--- src/design/tcc_pkg.sv ---
`timescale 1ns / 1ps
// ----------------------------------------------------------------------------
// Touch coordinate calibrator package
// Shared widths, constants, register indexes and pipeline sideband types.
// ----------------------------------------------------------------------------
package tcc_pkg;

	// Raw sample and register widths.
	localparam int RAWW = 16;
	localparam int DENW = 16;
	localparam int PIXW = 16;
	localparam int ORIW = 3;
	localparam int IDXW = 3;

	// Normalized axis range is 0..4095, so the quotient has twelve bits.
	localparam int QW   = 12;
	localparam int NUMW = QW + DENW;

	localparam logic [QW-1:0] FULL_SCALE = 12'hfff;

	// Configuration register indexes.
	localparam logic [IDXW-1:0] REG_X_MIN         = 3'd0;
	localparam logic [IDXW-1:0] REG_X_MAX         = 3'd1;
	localparam logic [IDXW-1:0] REG_Y_MIN         = 3'd2;
	localparam logic [IDXW-1:0] REG_Y_MAX         = 3'd3;
	localparam logic [IDXW-1:0] REG_ORIENTATION   = 3'd4;
	localparam logic [IDXW-1:0] REG_SCREEN_WIDTH  = 3'd5;
	localparam logic [IDXW-1:0] REG_SCREEN_HEIGHT = 3'd6;

	// How an axis value is chosen once the divide is done.
	typedef enum logic [1:0] {
		SEL_ZERO,
		SEL_FULL,
		SEL_QUOT
	} sel_t;

	// Control that travels alongside the divider lanes.
	typedef struct packed {
		logic uncal;
		sel_t sel_x;
		sel_t sel_y;
	} side_t;

endpackage

--- src/design/tcc_if.sv ---
`timescale 1ns / 1ps
// ----------------------------------------------------------------------------
// Touch coordinate calibrator channels
// Valid/ready channels for raw samples and calibrated pixel results.
// ----------------------------------------------------------------------------
interface tcc_in_if;
	logic                              valid;
	logic                              ready;
	logic signed [tcc_pkg::RAWW-1:0]   raw_x;
	logic signed [tcc_pkg::RAWW-1:0]   raw_y;

	modport source (output valid, output raw_x, output raw_y, input ready);
	modport sink (input valid, input raw_x, input raw_y, output ready);
endinterface

interface tcc_out_if;
	logic                       valid;
	logic                       ready;
	logic [tcc_pkg::PIXW-1:0]   pixel_x;
	logic [tcc_pkg::PIXW-1:0]   pixel_y;
	logic                       uncalibrated;

	modport source (output valid, output pixel_x, output pixel_y, output uncalibrated,
		input ready);
	modport sink (input valid, input pixel_x, input pixel_y, input uncalibrated,
		output ready);
endinterface

--- src/design/tcc_div.sv ---
`timescale 1ns / 1ps
// ----------------------------------------------------------------------------
// Touch coordinate calibrator divider
// Two-lane pipelined restoring divider, one quotient bit per stage.
// ----------------------------------------------------------------------------
module tcc_div (
	input  logic                        clk,
	input  logic                        arst_n,
	input  logic                        in_valid,
	output logic                        in_ready,
	input  logic [tcc_pkg::NUMW-1:0]    in_num [2],
	input  logic [tcc_pkg::DENW-1:0]    in_den [2],
	input  tcc_pkg::side_t              in_side,
	output logic                        out_valid,
	input  logic                        out_ready,
	output logic [tcc_pkg::QW-1:0]      out_quot [2],
	output tcc_pkg::side_t              out_side
);

	localparam int QW   = tcc_pkg::QW;
	localparam int NUMW = tcc_pkg::NUMW;
	localparam int DENW = tcc_pkg::DENW;

	// Stages 1..QW are registers; the incoming transaction feeds stage 1.
	logic                 vld_s  [1:QW];
	logic                 rdy    [1:QW+1];
	logic [NUMW-1:0]      rem_s  [1:QW][2];
	logic [DENW-1:0]      den_s  [1:QW][2];
	logic [QW-1:0]        quo_s  [1:QW][2];
	tcc_pkg::side_t       side_s [1:QW];

	assign rdy[QW+1] = out_ready;
	assign in_ready  = rdy[1];

	// Each stage settles one quotient bit, most significant first.
	for (genvar k = 1; k <= QW; k++) begin : g_stage
		localparam int BIT = QW - k;

		logic            vld_p;
		logic [NUMW-1:0] rem_p [2];
		logic [DENW-1:0] den_p [2];
		logic [QW-1:0]   quo_p [2];
		tcc_pkg::side_t  side_p;
		logic [NUMW-1:0] sub [2];
		logic            ge  [2];

		// The first stage is fed from the ports, the others from the stage before.
		if (k == 1) begin : g_head
			always_comb begin
				vld_p  = in_valid;
				side_p = in_side;
				for (int l = 0; l < 2; l++) begin
					rem_p[l] = in_num[l];
					den_p[l] = in_den[l];
					quo_p[l] = '0;
				end
			end
		end else begin : g_body
			always_comb begin
				vld_p  = vld_s[k-1];
				side_p = side_s[k-1];
				for (int l = 0; l < 2; l++) begin
					rem_p[l] = rem_s[k-1][l];
					den_p[l] = den_s[k-1][l];
					quo_p[l] = quo_s[k-1][l];
				end
			end
		end

		always_comb begin
			for (int l = 0; l < 2; l++) begin
				sub[l] = NUMW'(den_p[l]) << BIT;
				ge[l]  = rem_p[l] >= sub[l];
			end
		end

		// A stage takes new data when it is empty or its content moves on.
		assign rdy[k] = !vld_s[k] || rdy[k+1];

		always_ff @(posedge clk or negedge arst_n) begin
			if (!arst_n) begin
				vld_s[k] <= 1'b0;
			end else if (rdy[k]) begin
				vld_s[k] <= vld_p;
			end
		end

		always_ff @(posedge clk) begin
			if (rdy[k] && vld_p) begin
				for (int l = 0; l < 2; l++) begin
					rem_s[k][l] <= ge[l] ? rem_p[l] - sub[l] : rem_p[l];
					den_s[k][l] <= den_p[l];
					quo_s[k][l] <= quo_p[l] | (QW'(ge[l]) << BIT);
				end
				side_s[k] <= side_p;
			end
		end
	end

	assign out_valid   = vld_s[QW];
	assign out_side    = side_s[QW];
	assign out_quot[0] = quo_s[QW][0];
	assign out_quot[1] = quo_s[QW][1];

`ifndef SYNTH
	// With the reading strictly between the limits the quotient stays below full scale.
	a_quot_x_range: assert property (@(posedge clk) disable iff (!arst_n)
		out_valid && !out_side.uncal && out_side.sel_x == tcc_pkg::SEL_QUOT
		|-> out_quot[0] != tcc_pkg::FULL_SCALE)
		else $error("x quotient reached full scale");

	// A finished divide leaves a remainder below the divisor.
	a_rem_y_bound: assert property (@(posedge clk) disable iff (!arst_n)
		out_valid && !out_side.uncal && out_side.sel_y == tcc_pkg::SEL_QUOT
		|-> rem_s[QW][1] < NUMW'(den_s[QW][1]))
		else $error("y remainder not below divisor");

	// A stalled quotient holds its place until it is taken.
	a_out_hold: assert property (@(posedge clk) disable iff (!arst_n)
		out_valid && !out_ready |=> out_valid)
		else $error("divider output dropped during a stall");
`endif

endmodule

--- src/design/touch_coordinate_calibrator_top.sv ---
`timescale 1ns / 1ps
// ----------------------------------------------------------------------------
// Touch coordinate calibrator
// Maps raw signed touch readings to display pixel coordinates.
// ----------------------------------------------------------------------------
// Usage:
//   sample  (sink)   : one raw transaction carries raw_x and raw_y.
//   result  (source) : one transaction per sample with pixel_x, pixel_y and
//                      the uncalibrated flag, in sample order.
//   wr_en/wr_index/wr_data : register writes, taken on any edge with wr_en
//                      high; write only while no sample is in flight.
// A sample passes from acceptance to result valid through 16
// register stages: one of limit compares, one forming 4095 times the offset,
// twelve divider stages (one quotient bit each), one for inversion and swap
// and one for the screen-size multiply. Throughput is one sample per cycle
// while the receiver does not stall, as the divider is fully pipelined.
// Every stage has its own valid bit and loads whenever it is empty or its
// content moves on, so bubbles close up while the receiver stalls and a
// sample is accepted as long as any stage ahead has room.
// Reset clears all valid bits and sets every configuration register to zero,
// which makes the block report uncalibrated until limits are written.
// ----------------------------------------------------------------------------
module touch_coordinate_calibrator_top (
	input  logic                           clk,
	input  logic                           arst_n,
	tcc_in_if.sink                         sample,
	tcc_out_if.source                      result,
	input  logic                           wr_en,
	input  logic [tcc_pkg::IDXW-1:0]       wr_index,
	input  logic [tcc_pkg::DENW-1:0]       wr_data
);

	localparam int QW   = tcc_pkg::QW;
	localparam int NUMW = tcc_pkg::NUMW;
	localparam int DENW = tcc_pkg::DENW;
	localparam int RAWW = tcc_pkg::RAWW;
	localparam int PIXW = tcc_pkg::PIXW;
	localparam int ORIW = tcc_pkg::ORIW;

	// Configuration registers.
	logic signed [RAWW-1:0] x_min_q, x_max_q, y_min_q, y_max_q;
	logic [ORIW-1:0]        orient_q;
	logic [DENW-1:0]        scr_w_q, scr_h_q;

	always_ff @(posedge clk or negedge arst_n) begin
		if (!arst_n) begin
			x_min_q  <= '0;
			x_max_q  <= '0;
			y_min_q  <= '0;
			y_max_q  <= '0;
			orient_q <= '0;
			scr_w_q  <= '0;
			scr_h_q  <= '0;
		end else if (wr_en) begin
			case (wr_index)
				tcc_pkg::REG_X_MIN:         x_min_q  <= wr_data;
				tcc_pkg::REG_X_MAX:         x_max_q  <= wr_data;
				tcc_pkg::REG_Y_MIN:         y_min_q  <= wr_data;
				tcc_pkg::REG_Y_MAX:         y_max_q  <= wr_data;
				tcc_pkg::REG_ORIENTATION:   orient_q <= wr_data[ORIW-1:0];
				tcc_pkg::REG_SCREEN_WIDTH:  scr_w_q  <= wr_data;
				tcc_pkg::REG_SCREEN_HEIGHT: scr_h_q  <= wr_data;
				default: ;
			endcase
		end
	end

	// Stage handshake signals.
	logic           v_s1, v_s2, v_s3, v_s4;
	logic           rdy_s1, rdy_s2, rdy_s3, rdy_s4;
	logic           div_in_ready, div_out_valid;
	logic [QW-1:0]  div_quot [2];
	tcc_pkg::side_t div_side;

	assign rdy_s4       = !v_s4 || result.ready;
	assign rdy_s3       = !v_s3 || rdy_s4;
	assign rdy_s2       = !v_s2 || div_in_ready;
	assign rdy_s1       = !v_s1 || rdy_s2;
	assign sample.ready = rdy_s1;

	// Stage 1: limit compares, offset and span for each axis.
	logic [DENW-1:0] num_x, num_y, den_x, den_y;
	tcc_pkg::sel_t   sel_x, sel_y;
	logic            uncal;

	always_comb begin
		num_x = sample.raw_x - x_min_q;
		num_y = sample.raw_y - y_min_q;
		den_x = x_max_q - x_min_q;
		den_y = y_max_q - y_min_q;
		uncal = (x_min_q == x_max_q) || (y_min_q == y_max_q);
		if (sample.raw_x <= x_min_q) begin
			sel_x = tcc_pkg::SEL_ZERO;
		end else if (sample.raw_x >= x_max_q) begin
			sel_x = tcc_pkg::SEL_FULL;
		end else begin
			sel_x = tcc_pkg::SEL_QUOT;
		end
		if (sample.raw_y <= y_min_q) begin
			sel_y = tcc_pkg::SEL_ZERO;
		end else if (sample.raw_y >= y_max_q) begin
			sel_y = tcc_pkg::SEL_FULL;
		end else begin
			sel_y = tcc_pkg::SEL_QUOT;
		end
	end

	logic [DENW-1:0] num_x_s1, num_y_s1, den_x_s1, den_y_s1;
	tcc_pkg::side_t  side_s1;

	always_ff @(posedge clk or negedge arst_n) begin
		if (!arst_n) begin
			v_s1 <= 1'b0;
		end else if (rdy_s1) begin
			v_s1 <= sample.valid;
		end
	end

	always_ff @(posedge clk) begin
		if (rdy_s1 && sample.valid) begin
			num_x_s1      <= num_x;
			num_y_s1      <= num_y;
			den_x_s1      <= den_x;
			den_y_s1      <= den_y;
			side_s1.uncal <= uncal;
			side_s1.sel_x <= sel_x;
			side_s1.sel_y <= sel_y;
		end
	end

	// Stage 2: dividend is 4095 times the offset, formed as a shift and subtract.
	logic [NUMW-1:0] dvd_x_s2, dvd_y_s2;
	logic [DENW-1:0] den_x_s2, den_y_s2;
	tcc_pkg::side_t  side_s2;

	always_ff @(posedge clk or negedge arst_n) begin
		if (!arst_n) begin
			v_s2 <= 1'b0;
		end else if (rdy_s2) begin
			v_s2 <= v_s1;
		end
	end

	always_ff @(posedge clk) begin
		if (rdy_s2 && v_s1) begin
			dvd_x_s2 <= (NUMW'(num_x_s1) << QW) - NUMW'(num_x_s1);
			dvd_y_s2 <= (NUMW'(num_y_s1) << QW) - NUMW'(num_y_s1);
			den_x_s2 <= den_x_s1;
			den_y_s2 <= den_y_s1;
			side_s2  <= side_s1;
		end
	end

	// Divider stages.
	logic [NUMW-1:0] div_num [2];
	logic [DENW-1:0] div_den [2];

	assign div_num[0] = dvd_x_s2;
	assign div_num[1] = dvd_y_s2;
	assign div_den[0] = den_x_s2;
	assign div_den[1] = den_y_s2;

	tcc_div u_div (
		.clk       (clk),
		.arst_n    (arst_n),
		.in_valid  (v_s2),
		.in_ready  (div_in_ready),
		.in_num    (div_num),
		.in_den    (div_den),
		.in_side   (side_s2),
		.out_valid (div_out_valid),
		.out_ready (rdy_s3),
		.out_quot  (div_quot),
		.out_side  (div_side)
	);

	// Stage 3: apply clamping, inversion and axis swap.
	logic [QW-1:0] ax_x, ax_y, inv_x, inv_y;

	always_comb begin
		case (div_side.sel_x)
			tcc_pkg::SEL_ZERO: ax_x = '0;
			tcc_pkg::SEL_FULL: ax_x = tcc_pkg::FULL_SCALE;
			tcc_pkg::SEL_QUOT: ax_x = div_quot[0];
			default:           ax_x = '0;
		endcase
		case (div_side.sel_y)
			tcc_pkg::SEL_ZERO: ax_y = '0;
			tcc_pkg::SEL_FULL: ax_y = tcc_pkg::FULL_SCALE;
			tcc_pkg::SEL_QUOT: ax_y = div_quot[1];
			default:           ax_y = '0;
		endcase
		inv_x = orient_q[0] ? tcc_pkg::FULL_SCALE - ax_x : ax_x;
		inv_y = orient_q[1] ? tcc_pkg::FULL_SCALE - ax_y : ax_y;
	end

	logic [QW-1:0] nx_s3, ny_s3;
	logic          uncal_s3;

	always_ff @(posedge clk or negedge arst_n) begin
		if (!arst_n) begin
			v_s3 <= 1'b0;
		end else if (rdy_s3) begin
			v_s3 <= div_out_valid;
		end
	end

	always_ff @(posedge clk) begin
		if (rdy_s3 && div_out_valid) begin
			nx_s3    <= orient_q[2] ? inv_y : inv_x;
			ny_s3    <= orient_q[2] ? inv_x : inv_y;
			uncal_s3 <= div_side.uncal;
		end
	end

	// Stage 4: scale to the screen and drop the twelve fraction bits.
	logic [NUMW-1:0] prod_x, prod_y;
	logic [PIXW-1:0] pix_x_s4, pix_y_s4;
	logic            uncal_s4;

	assign prod_x = NUMW'(nx_s3) * NUMW'(scr_w_q);
	assign prod_y = NUMW'(ny_s3) * NUMW'(scr_h_q);

	always_ff @(posedge clk or negedge arst_n) begin
		if (!arst_n) begin
			v_s4 <= 1'b0;
		end else if (rdy_s4) begin
			v_s4 <= v_s3;
		end
	end

	always_ff @(posedge clk) begin
		if (rdy_s4 && v_s3) begin
			pix_x_s4 <= uncal_s3 ? '0 : prod_x[NUMW-1:QW];
			pix_y_s4 <= uncal_s3 ? '0 : prod_y[NUMW-1:QW];
			uncal_s4 <= uncal_s3;
		end
	end

	assign result.valid        = v_s4;
	assign result.pixel_x      = pix_x_s4;
	assign result.pixel_y      = pix_y_s4;
	assign result.uncalibrated = uncal_s4;

`ifndef SYNTH
	// An uncalibrated result never carries a coordinate.
	a_uncal_zero: assert property (@(posedge clk) disable iff (!arst_n)
		result.valid && result.uncalibrated |-> result.pixel_x == '0 && result.pixel_y == '0)
		else $error("uncalibrated result with nonzero pixels");

	// With no result waiting, every stage can advance and sample.ready is high.
	a_ready_when_empty: assert property (@(posedge clk) disable iff (!arst_n)
		!result.valid |-> sample.ready)
		else $error("sample stalled while output is empty");

	// An in-range reading has an offset strictly below the span.
	a_offset_below_span: assert property (@(posedge clk) disable iff (!arst_n)
		v_s1 && !side_s1.uncal && side_s1.sel_x == tcc_pkg::SEL_QUOT |-> num_x_s1 < den_x_s1)
		else $error("x offset not below span");

	// A stalled output stage keeps its pipeline predecessor's valid bit.
	a_stall_holds: assert property (@(posedge clk) disable iff (!arst_n)
		v_s4 && !result.ready && v_s3 |=> v_s3)
		else $error("stage 3 lost its transaction during a stall");
`endif

endmodule
--- src/flat_wrapper.sv ---
// flat-port wrapper written by rule: the top's interface ports become plain ports
module touch_coordinate_calibrator_top_flat 
  (clk, arst_n, wr_en, wr_index, wr_data, sample_valid, sample_raw_x, sample_raw_y, sample_ready, result_valid, result_pixel_x, result_pixel_y, result_uncalibrated, result_ready);
  tcc_in_if sample_i ();
  tcc_out_if result_i ();
  input  logic clk;
  input  logic arst_n;
  input  logic wr_en;
  input  logic [tcc_pkg::IDXW-1:0] wr_index;
  input  logic [tcc_pkg::DENW-1:0] wr_data;
  input wire logic [$bits(sample_i.valid)-1:0] sample_valid;
  input wire logic [$bits(sample_i.raw_x)-1:0] sample_raw_x;
  input wire logic [$bits(sample_i.raw_y)-1:0] sample_raw_y;
  output wire logic [$bits(sample_i.ready)-1:0] sample_ready;
  output wire logic [$bits(result_i.valid)-1:0] result_valid;
  output wire logic [$bits(result_i.pixel_x)-1:0] result_pixel_x;
  output wire logic [$bits(result_i.pixel_y)-1:0] result_pixel_y;
  output wire logic [$bits(result_i.uncalibrated)-1:0] result_uncalibrated;
  input wire logic [$bits(result_i.ready)-1:0] result_ready;
  assign sample_i.valid = sample_valid;
  assign sample_i.raw_x = sample_raw_x;
  assign sample_i.raw_y = sample_raw_y;
  assign sample_ready = sample_i.ready;
  assign result_valid = result_i.valid;
  assign result_pixel_x = result_i.pixel_x;
  assign result_pixel_y = result_i.pixel_y;
  assign result_uncalibrated = result_i.uncalibrated;
  assign result_i.ready = result_ready;
  touch_coordinate_calibrator_top u_core (.clk(clk), .arst_n(arst_n), .sample(sample_i), .result(result_i), .wr_en(wr_en), .wr_index(wr_index), .wr_data(wr_data));
endmodule
--- config.mk ---
export PLATFORM = sky130hd
export DESIGN_NAME = touch_coordinate_calibrator_top_flat
export DESIGN_NICKNAME = d
export VERILOG_FILES = /design/src/design/tcc_pkg.sv /design/src/design/tcc_if.sv /design/src/design/tcc_div.sv /design/src/design/touch_coordinate_calibrator_top.sv /design/src/flat_wrapper.sv
export SDC_FILE = /design/constraint.sdc
export NUM_CORES = 2
export LEC_CHECK = 0
export BUFFER_PORTS_ARGS = -buffer_cell sky130_fd_sc_hd__buf_2
export CAP_MARGIN = 20
export CORE_AREA = 2 2 598 600
export DETAILED_ROUTE_END_ITERATION = 16
export DIE_AREA = 0 0 600 602
export PLACE_DENSITY_LB_ADDON = 0.15
export RECOVER_POWER = 50
export SYNTH_ARGS = -nofsm -noshare
export SYNTH_HDL_FRONTEND = slang
export SYNTH_SLANG_ARGS = --single-unit
--- constraint.sdc ---
create_clock -name clk -period 10.3 [get_ports clk]
set_input_delay 2.06 -clock clk [delete_from_list [all_inputs] [get_ports clk]]
set_output_delay 2.06 -clock clk [all_outputs]
set_load 0.05 [all_outputs]
=== Yosys cells after proc, flatten, opt, wreduce, memory -nomap -nowiden ===
Memories as Yosys holds them, arrays and structs flattened.
Cells that the tools add are included.

* Flip-flop bits (word level): 335
* Bits in latches: 0
* Bits in writable memories: 1,404
* ROM bits: 0
* Output and inout bits: 35
* Word-level logic and storage cells: 256
* Memories kept: 4

{| class="wikitable"
|+ Memory list
! name !! depth !! bits a word !! rd ports !! clocked after memory_dff !! wr ports !! RTL line !! RTL
|-
| u_core.u_div.rem_s || 12 || 56 || 11 || 0 || 12 || tcc_div.sv:27 || <nowiki>logic [NUMW-1:0] rem_s [1:QW][2];</nowiki>
|-
| u_core.u_div.den_s || 12 || 32 || 11 || 0 || 12 || tcc_div.sv:28 || <nowiki>logic [DENW-1:0] den_s [1:QW][2];</nowiki>
|-
| u_core.u_div.quo_s || 12 || 24 || 12 || 0 || 12 || tcc_div.sv:29 || <nowiki>logic [QW-1:0] quo_s [1:QW][2];</nowiki>
|-
| u_core.u_div.side_s || 12 || 5 || 12 || 0 || 12 || tcc_div.sv:30 || <nowiki>tcc_pkg::side_t side_s [1:QW];</nowiki>
|}

* $add $sub $neg: 32
* Multipliers: 2
* Div/mod/pow operators: 0
* $lt $le $gt $ge: 28
* Eq/ne operators: 12
* Shift-type cells: 0
* Muxes and demuxes: 56
* Bitwise gates (word level): 22
* Reductions and logical operators: 57

{| class="wikitable"
|+ Operator list
! operator !! count
|-
| 2-to-1 mux 28 bit || 24
|-
| subtractor 28 x 16 -> 28 bit || 4
|-
| subtractor 16 bit || 4
|-
| >= comparator 28 x 16 -> 1 bit || 2
|-
| >= comparator 28 x 17 -> 1 bit || 2
|-
| >= comparator 28 x 18 -> 1 bit || 2
|-
| >= comparator 28 x 19 -> 1 bit || 2
|-
| >= comparator 28 x 20 -> 1 bit || 2
|-
| >= comparator 28 x 21 -> 1 bit || 2
|-
| >= comparator 28 x 22 -> 1 bit || 2
|-
| >= comparator 28 x 23 -> 1 bit || 2
|-
| >= comparator 28 x 24 -> 1 bit || 2
|-
| >= comparator 28 x 25 -> 1 bit || 2
|-
| >= comparator 28 x 26 -> 1 bit || 2
|-
| >= comparator 28 x 27 -> 1 bit || 2
|-
| multiplier 12 x 16 -> 28 bit || 2
|-
| subtractor 28 x 17 -> 28 bit || 2
|-
| subtractor 28 x 18 -> 28 bit || 2
|-
| subtractor 28 x 19 -> 28 bit || 2
|-
| subtractor 28 x 20 -> 28 bit || 2
|-
| subtractor 28 x 21 -> 28 bit || 2
|-
| subtractor 28 x 22 -> 28 bit || 2
|-
| subtractor 28 x 23 -> 28 bit || 2
|-
| subtractor 28 x 24 -> 28 bit || 2
|-
| other kinds (32) || 135
|}

=== Logic depth before layout (Yosys ltp) ===
* Word-level depth: 18
* Mapped depth: 22
* Depth with buffers taken out: 21

=== Modules after synthesis ===
Synthesis repeated with hierarchy kept, for this count alone.

* Cell total of the unflattened synthesis: 7,844
* Area, all modules: 89,204.3 um^2

{| class="wikitable"
|+ By module, submodules not included
! module !! times used !! cells each !! area each (um^2) !! seq. area each (um^2)
|-
| tcc_div || 1 || 5,035 || 60,935.9 || 35,854.4
|-
| touch_coordinate_calibrator_top || 1 || 2,809 || 28,268.4 || 9,183.8
|}

=== Least setup slack after synthesis ===
Ideal clock, no wire load.

* Path kind: input to register
* Start: input result_ready
* End: register, netlist name u_core.u_div.den_s[0][320]
* Library setup time: 0.600 ns
* Arrival: 7.315 ns
* Data required time: 9.700 ns
* Setup slack: 2.385 ns
* Stages: 4
* Buffers on the path: 0
* Cells stage by stage: nor2b_1 -> nand3_1 -> nor2_1 -> nor2b_1

{| class="wikitable"
|+ RTL lines
! what !! RTL line !! RTL
|-
| start: declaration || flat_wrapper.sv:19 || <nowiki>input wire logic [$bits(result_i.ready)-1:0] result_ready;</nowiki>
|}

==> implementation parameters <==
Parameter                              Value

Critical path
  Max FO, Critical Path ... 61
  Number of buffers and inverters on the critical path ... 2
  Type of element launching the critical path ... input pin
  Required time at the endpoint of the critical path ... roughly 10 ns
  Setup CP Type ... in -> async
  Most Frequent Cell on Critical Path ... clkbuf_1
  Kind of cell with the highest combined delay on the critical path ... buffers and inverters
  Kind of end point of the critical path ... asynchronous set/reset pin
  Critical-path top delay cell ... clkbuf_1
  Arrival time of data at the critical path endpoint ... roughly 7 ns
  Crit-path max cell delay ... between 2 and 3 ns
  Critical path cell sequence ... clkbuf_1, clkbuf_1

CTS
  Clock tree from TritonCTS ... done
  Post CTS Setup Buffer Count ... 0
  Clock root buffer ... clkbuf_16
  Post-CTS clock slew at the launch and capture registers of the worst setup and hold paths ... ~0.06 ns
  CTS H-Tree Depth ... 4
  Clock insertion delay at the later pin of the skew report ... ~0.86 ns
  Clock sink total ... around 1,500
  CTS resizes ... 0
  Max Root-Sink Buffers ... 4
  Number of buffers inserted during clock tree synthesis ... between 150 and 200
  Hold Buf Count CTS ... 0

Die
  Row count ... between 200 and 250
  Area of the core ... roughly 350,000 µm²
  Effective utilization at floorplan ... 24.9%
  Boundary pin count ... between 90 and 100
  Die Outline Area ... 361,000 µm²
  Width of the die ... about 600 µm
  Die H ... 602 µm

Routing
  Remaining number of nets flagged by the antenna check after routing ... 0
  Avg WL per Cell ... roughly 17 µm
  DRC Markers ... 0
  Detailed-route via count ... around 56,000
  Wire length reported by the detailed router ... around 220 mm
  First-iteration detailed-routing DRC count ... approximately 3,000
  Via-to-Cell Ratio ... 4.37
  Length of the first detailed-routing pass in iterations ... 9

STA
  Final number of max-transition violations ... roughly 570
  Period utilization ... 68.4%
  Post-route minimum period ... between 7 and 8 ns
  Unrepaired setup endpoints after global routing ... false
  Slew at the pin closest to its max-slew limit ... ~4.3 ns
  Final setup skew ... ~0.061 ns
  TNS Setup ... 0 ns
  Final-report hold violation count ... 0
  Slew HR ... -184%
  Final count of negative-setup-slack endpoints ... 0
  Fmax achieved ... roughly 140 MHz

Global routing
  Vias in the first global route ... 58,500
  First-pass GRT wire length ... 338 mm
  Maximum number of pins on one net before global-route repair ... 71
  Antenna violations before repair ... 19
  Global route total overflow ... 0
  Total track usage ... around an eighth

Cells and area
  Fraction of layout cells with a size suffix above 1 ... under 10%
  Register area ... between 40,000 and 50,000 µm²
  Fillers ... between 30,000 and 40,000
  Final #Nets ... around 8,900
  Total area of multi-input combinational cells ... 39,000 µm²
  Area growth from synthesis to layout ... 13.4%

Yosys
  EDFF count, synth ... between 1,000 and 1,500
  Most instantiated library cell after synthesis ... edfxtp_1
  Leading cell types by count after synthesis ... edfxtp_1, inv_1, nand2_1, ha_1, nor2_1
  Share of synthesized registers carrying an async set or reset ... 7.57%
  Cells after synthesis ... a little under 8,000
  Most area-consuming cells after synthesis ... edfxtp_1, ha_1, fa_1
  Number of library cell types mapped by synthesis ... between 80 and 90
  Net count after synthesis ... 8,747
  Number of warnings printed during yosys synthesis ... 0
  Register area share after synthesis ... 51.0%
  Synth top area share ... roughly 48%
  Primary flip-flop cell chosen by synthesis mapping ... edfxtp_1
  Area leader, netlist ... edfxtp_1
  Mapped cell area ... 88,300 µm²
  Average instance area after synthesis ... roughly 11 µm²
  Post-synthesis sequential element count ... roughly 1,500

Run
  Count of maximum capacitance violations ... 13

Place
  Buffers added on ports ... 90
  Placed wire-length estimate ... roughly 170 mm
  Placer congestion estimate ... approximately 0.83

Outcome
  Status ... finished with violations
  Failing checks ... capacitance limit, slew limit

Worst hold path
  Worst hold-check path type ... reg -> reg
==> through the flow <==
step | util (%) | instances | cell area, µm² | hold slack [ns] | worst slack [ns]
after floorplan | - | 7771 | 88300 | 0.400 | 2.39
final | 28.2 | 12800 | 100000 | 0.399 | 3.25
after CTS | 28.3 | 12800 | 100000 | 0.391 | 2.88
after detailed placement | 26.6 | 12500 | 94500 | 0.405 | 2.90
after global routing | 28.2 | 12800 | 100000 | 0.403 | 2.08
after global placement | 26.6 | 12500 | 94500 | 0.400 | 2.88
==> cells in the final DEF (no fill, tap or decap), types with 43 or more instances in the layout <==
cell type / count
xor2_1: 234
clkbuf_1: 69
nand2b_1: 92
ha_1: 616
edfxtp_1: 1404
inv_1: 968
a21oi_1: 379
nor3_1: 173
nand2_1: 734
nor2b_1: 90
mux2i_1: 57
nand4_1: 69
fa_1: 304
clkbuf_16: 186
o21ai_0: 408
and2_1: 145
nor4_1: 78
xnor2_1: 272
buf_2: 84
mux2_2: 107
dfrtp_1: 115
nor2_1: 421
and3_1: 43
a21o_1: 148
o21a_1: 57
nand3_1: 97
or3_1: 49
==> state kept, by name (all words and copies together) (netlist names), 28 cells and up <==
register / count
u_core.u_div.rem_s: 616
u_core.u_div.den_s: 352
u_core.u_div.quo_s: 156
u_core.u_div.side_s: 60
u_core.dvd_x_s2: 28
u_core.dvd_y_s2: 28
==> metal layers <==
metal / wire length [µm] / track usage [%]
met2: 102000 / 19.9
met1: 99500 / 15.5
met3: 7820 / 1.77
met4: 7210 / 4.10
met5: 317 / 0
==> path summary, 6_finish.rpt <==
path,from,end,slack [ns],cells after the start
hold / removal,u_core.u_div.side_s[0][13],u_core.u_div.side_s[0][18],0.40,0
max in group clk,result_ready,sample_ready,3.43,10
min in group asynchronous,arst_n,u_core.x_min_q[10],2.32,1
hold reg to reg,u_core.u_div.side_s[0][13],u_core.u_div.side_s[0][18],0.40,0
setup / recovery,arst_n,u_core.result.valid,3.25,2
setup reg to reg,u_core.ny_s3[3],u_core.result.pixel_y[15],4.14,17
==> kinds of logic (layout without fill, tap and decap cells) <==
family	Yosys count	in the layout	synth area share (%)
and+or+nand+nor	2137	2137	11.7
DFF	1519	1519	51.0
AOI/OAI and AO/OA	1379	1379	9.71
buffers and inverters	1144	1436	4.90
adders and majority gates	920	920	15.6
xor gates and xnor gates	506	506	5.02
muxes	166	166	2.04
other	0	11	0
==> layout make-up <==
cell class | instances | share of cell area (%)
tap | 4751 | 5.93
inverter | 969 | 3.63
multi-input combinational | 5108 | 39.0
sequential | 1519 | 45.0
clock inverter | 94 | 0.881
clock buffer | 232 | 4.86
antenna | 11 | 0.0275
timing repair buffer | 141 | 0.753
Power is left out: the tool's default activity adds up to more than one toggle a clock period on the data nets, which glitch-free logic cannot reach.
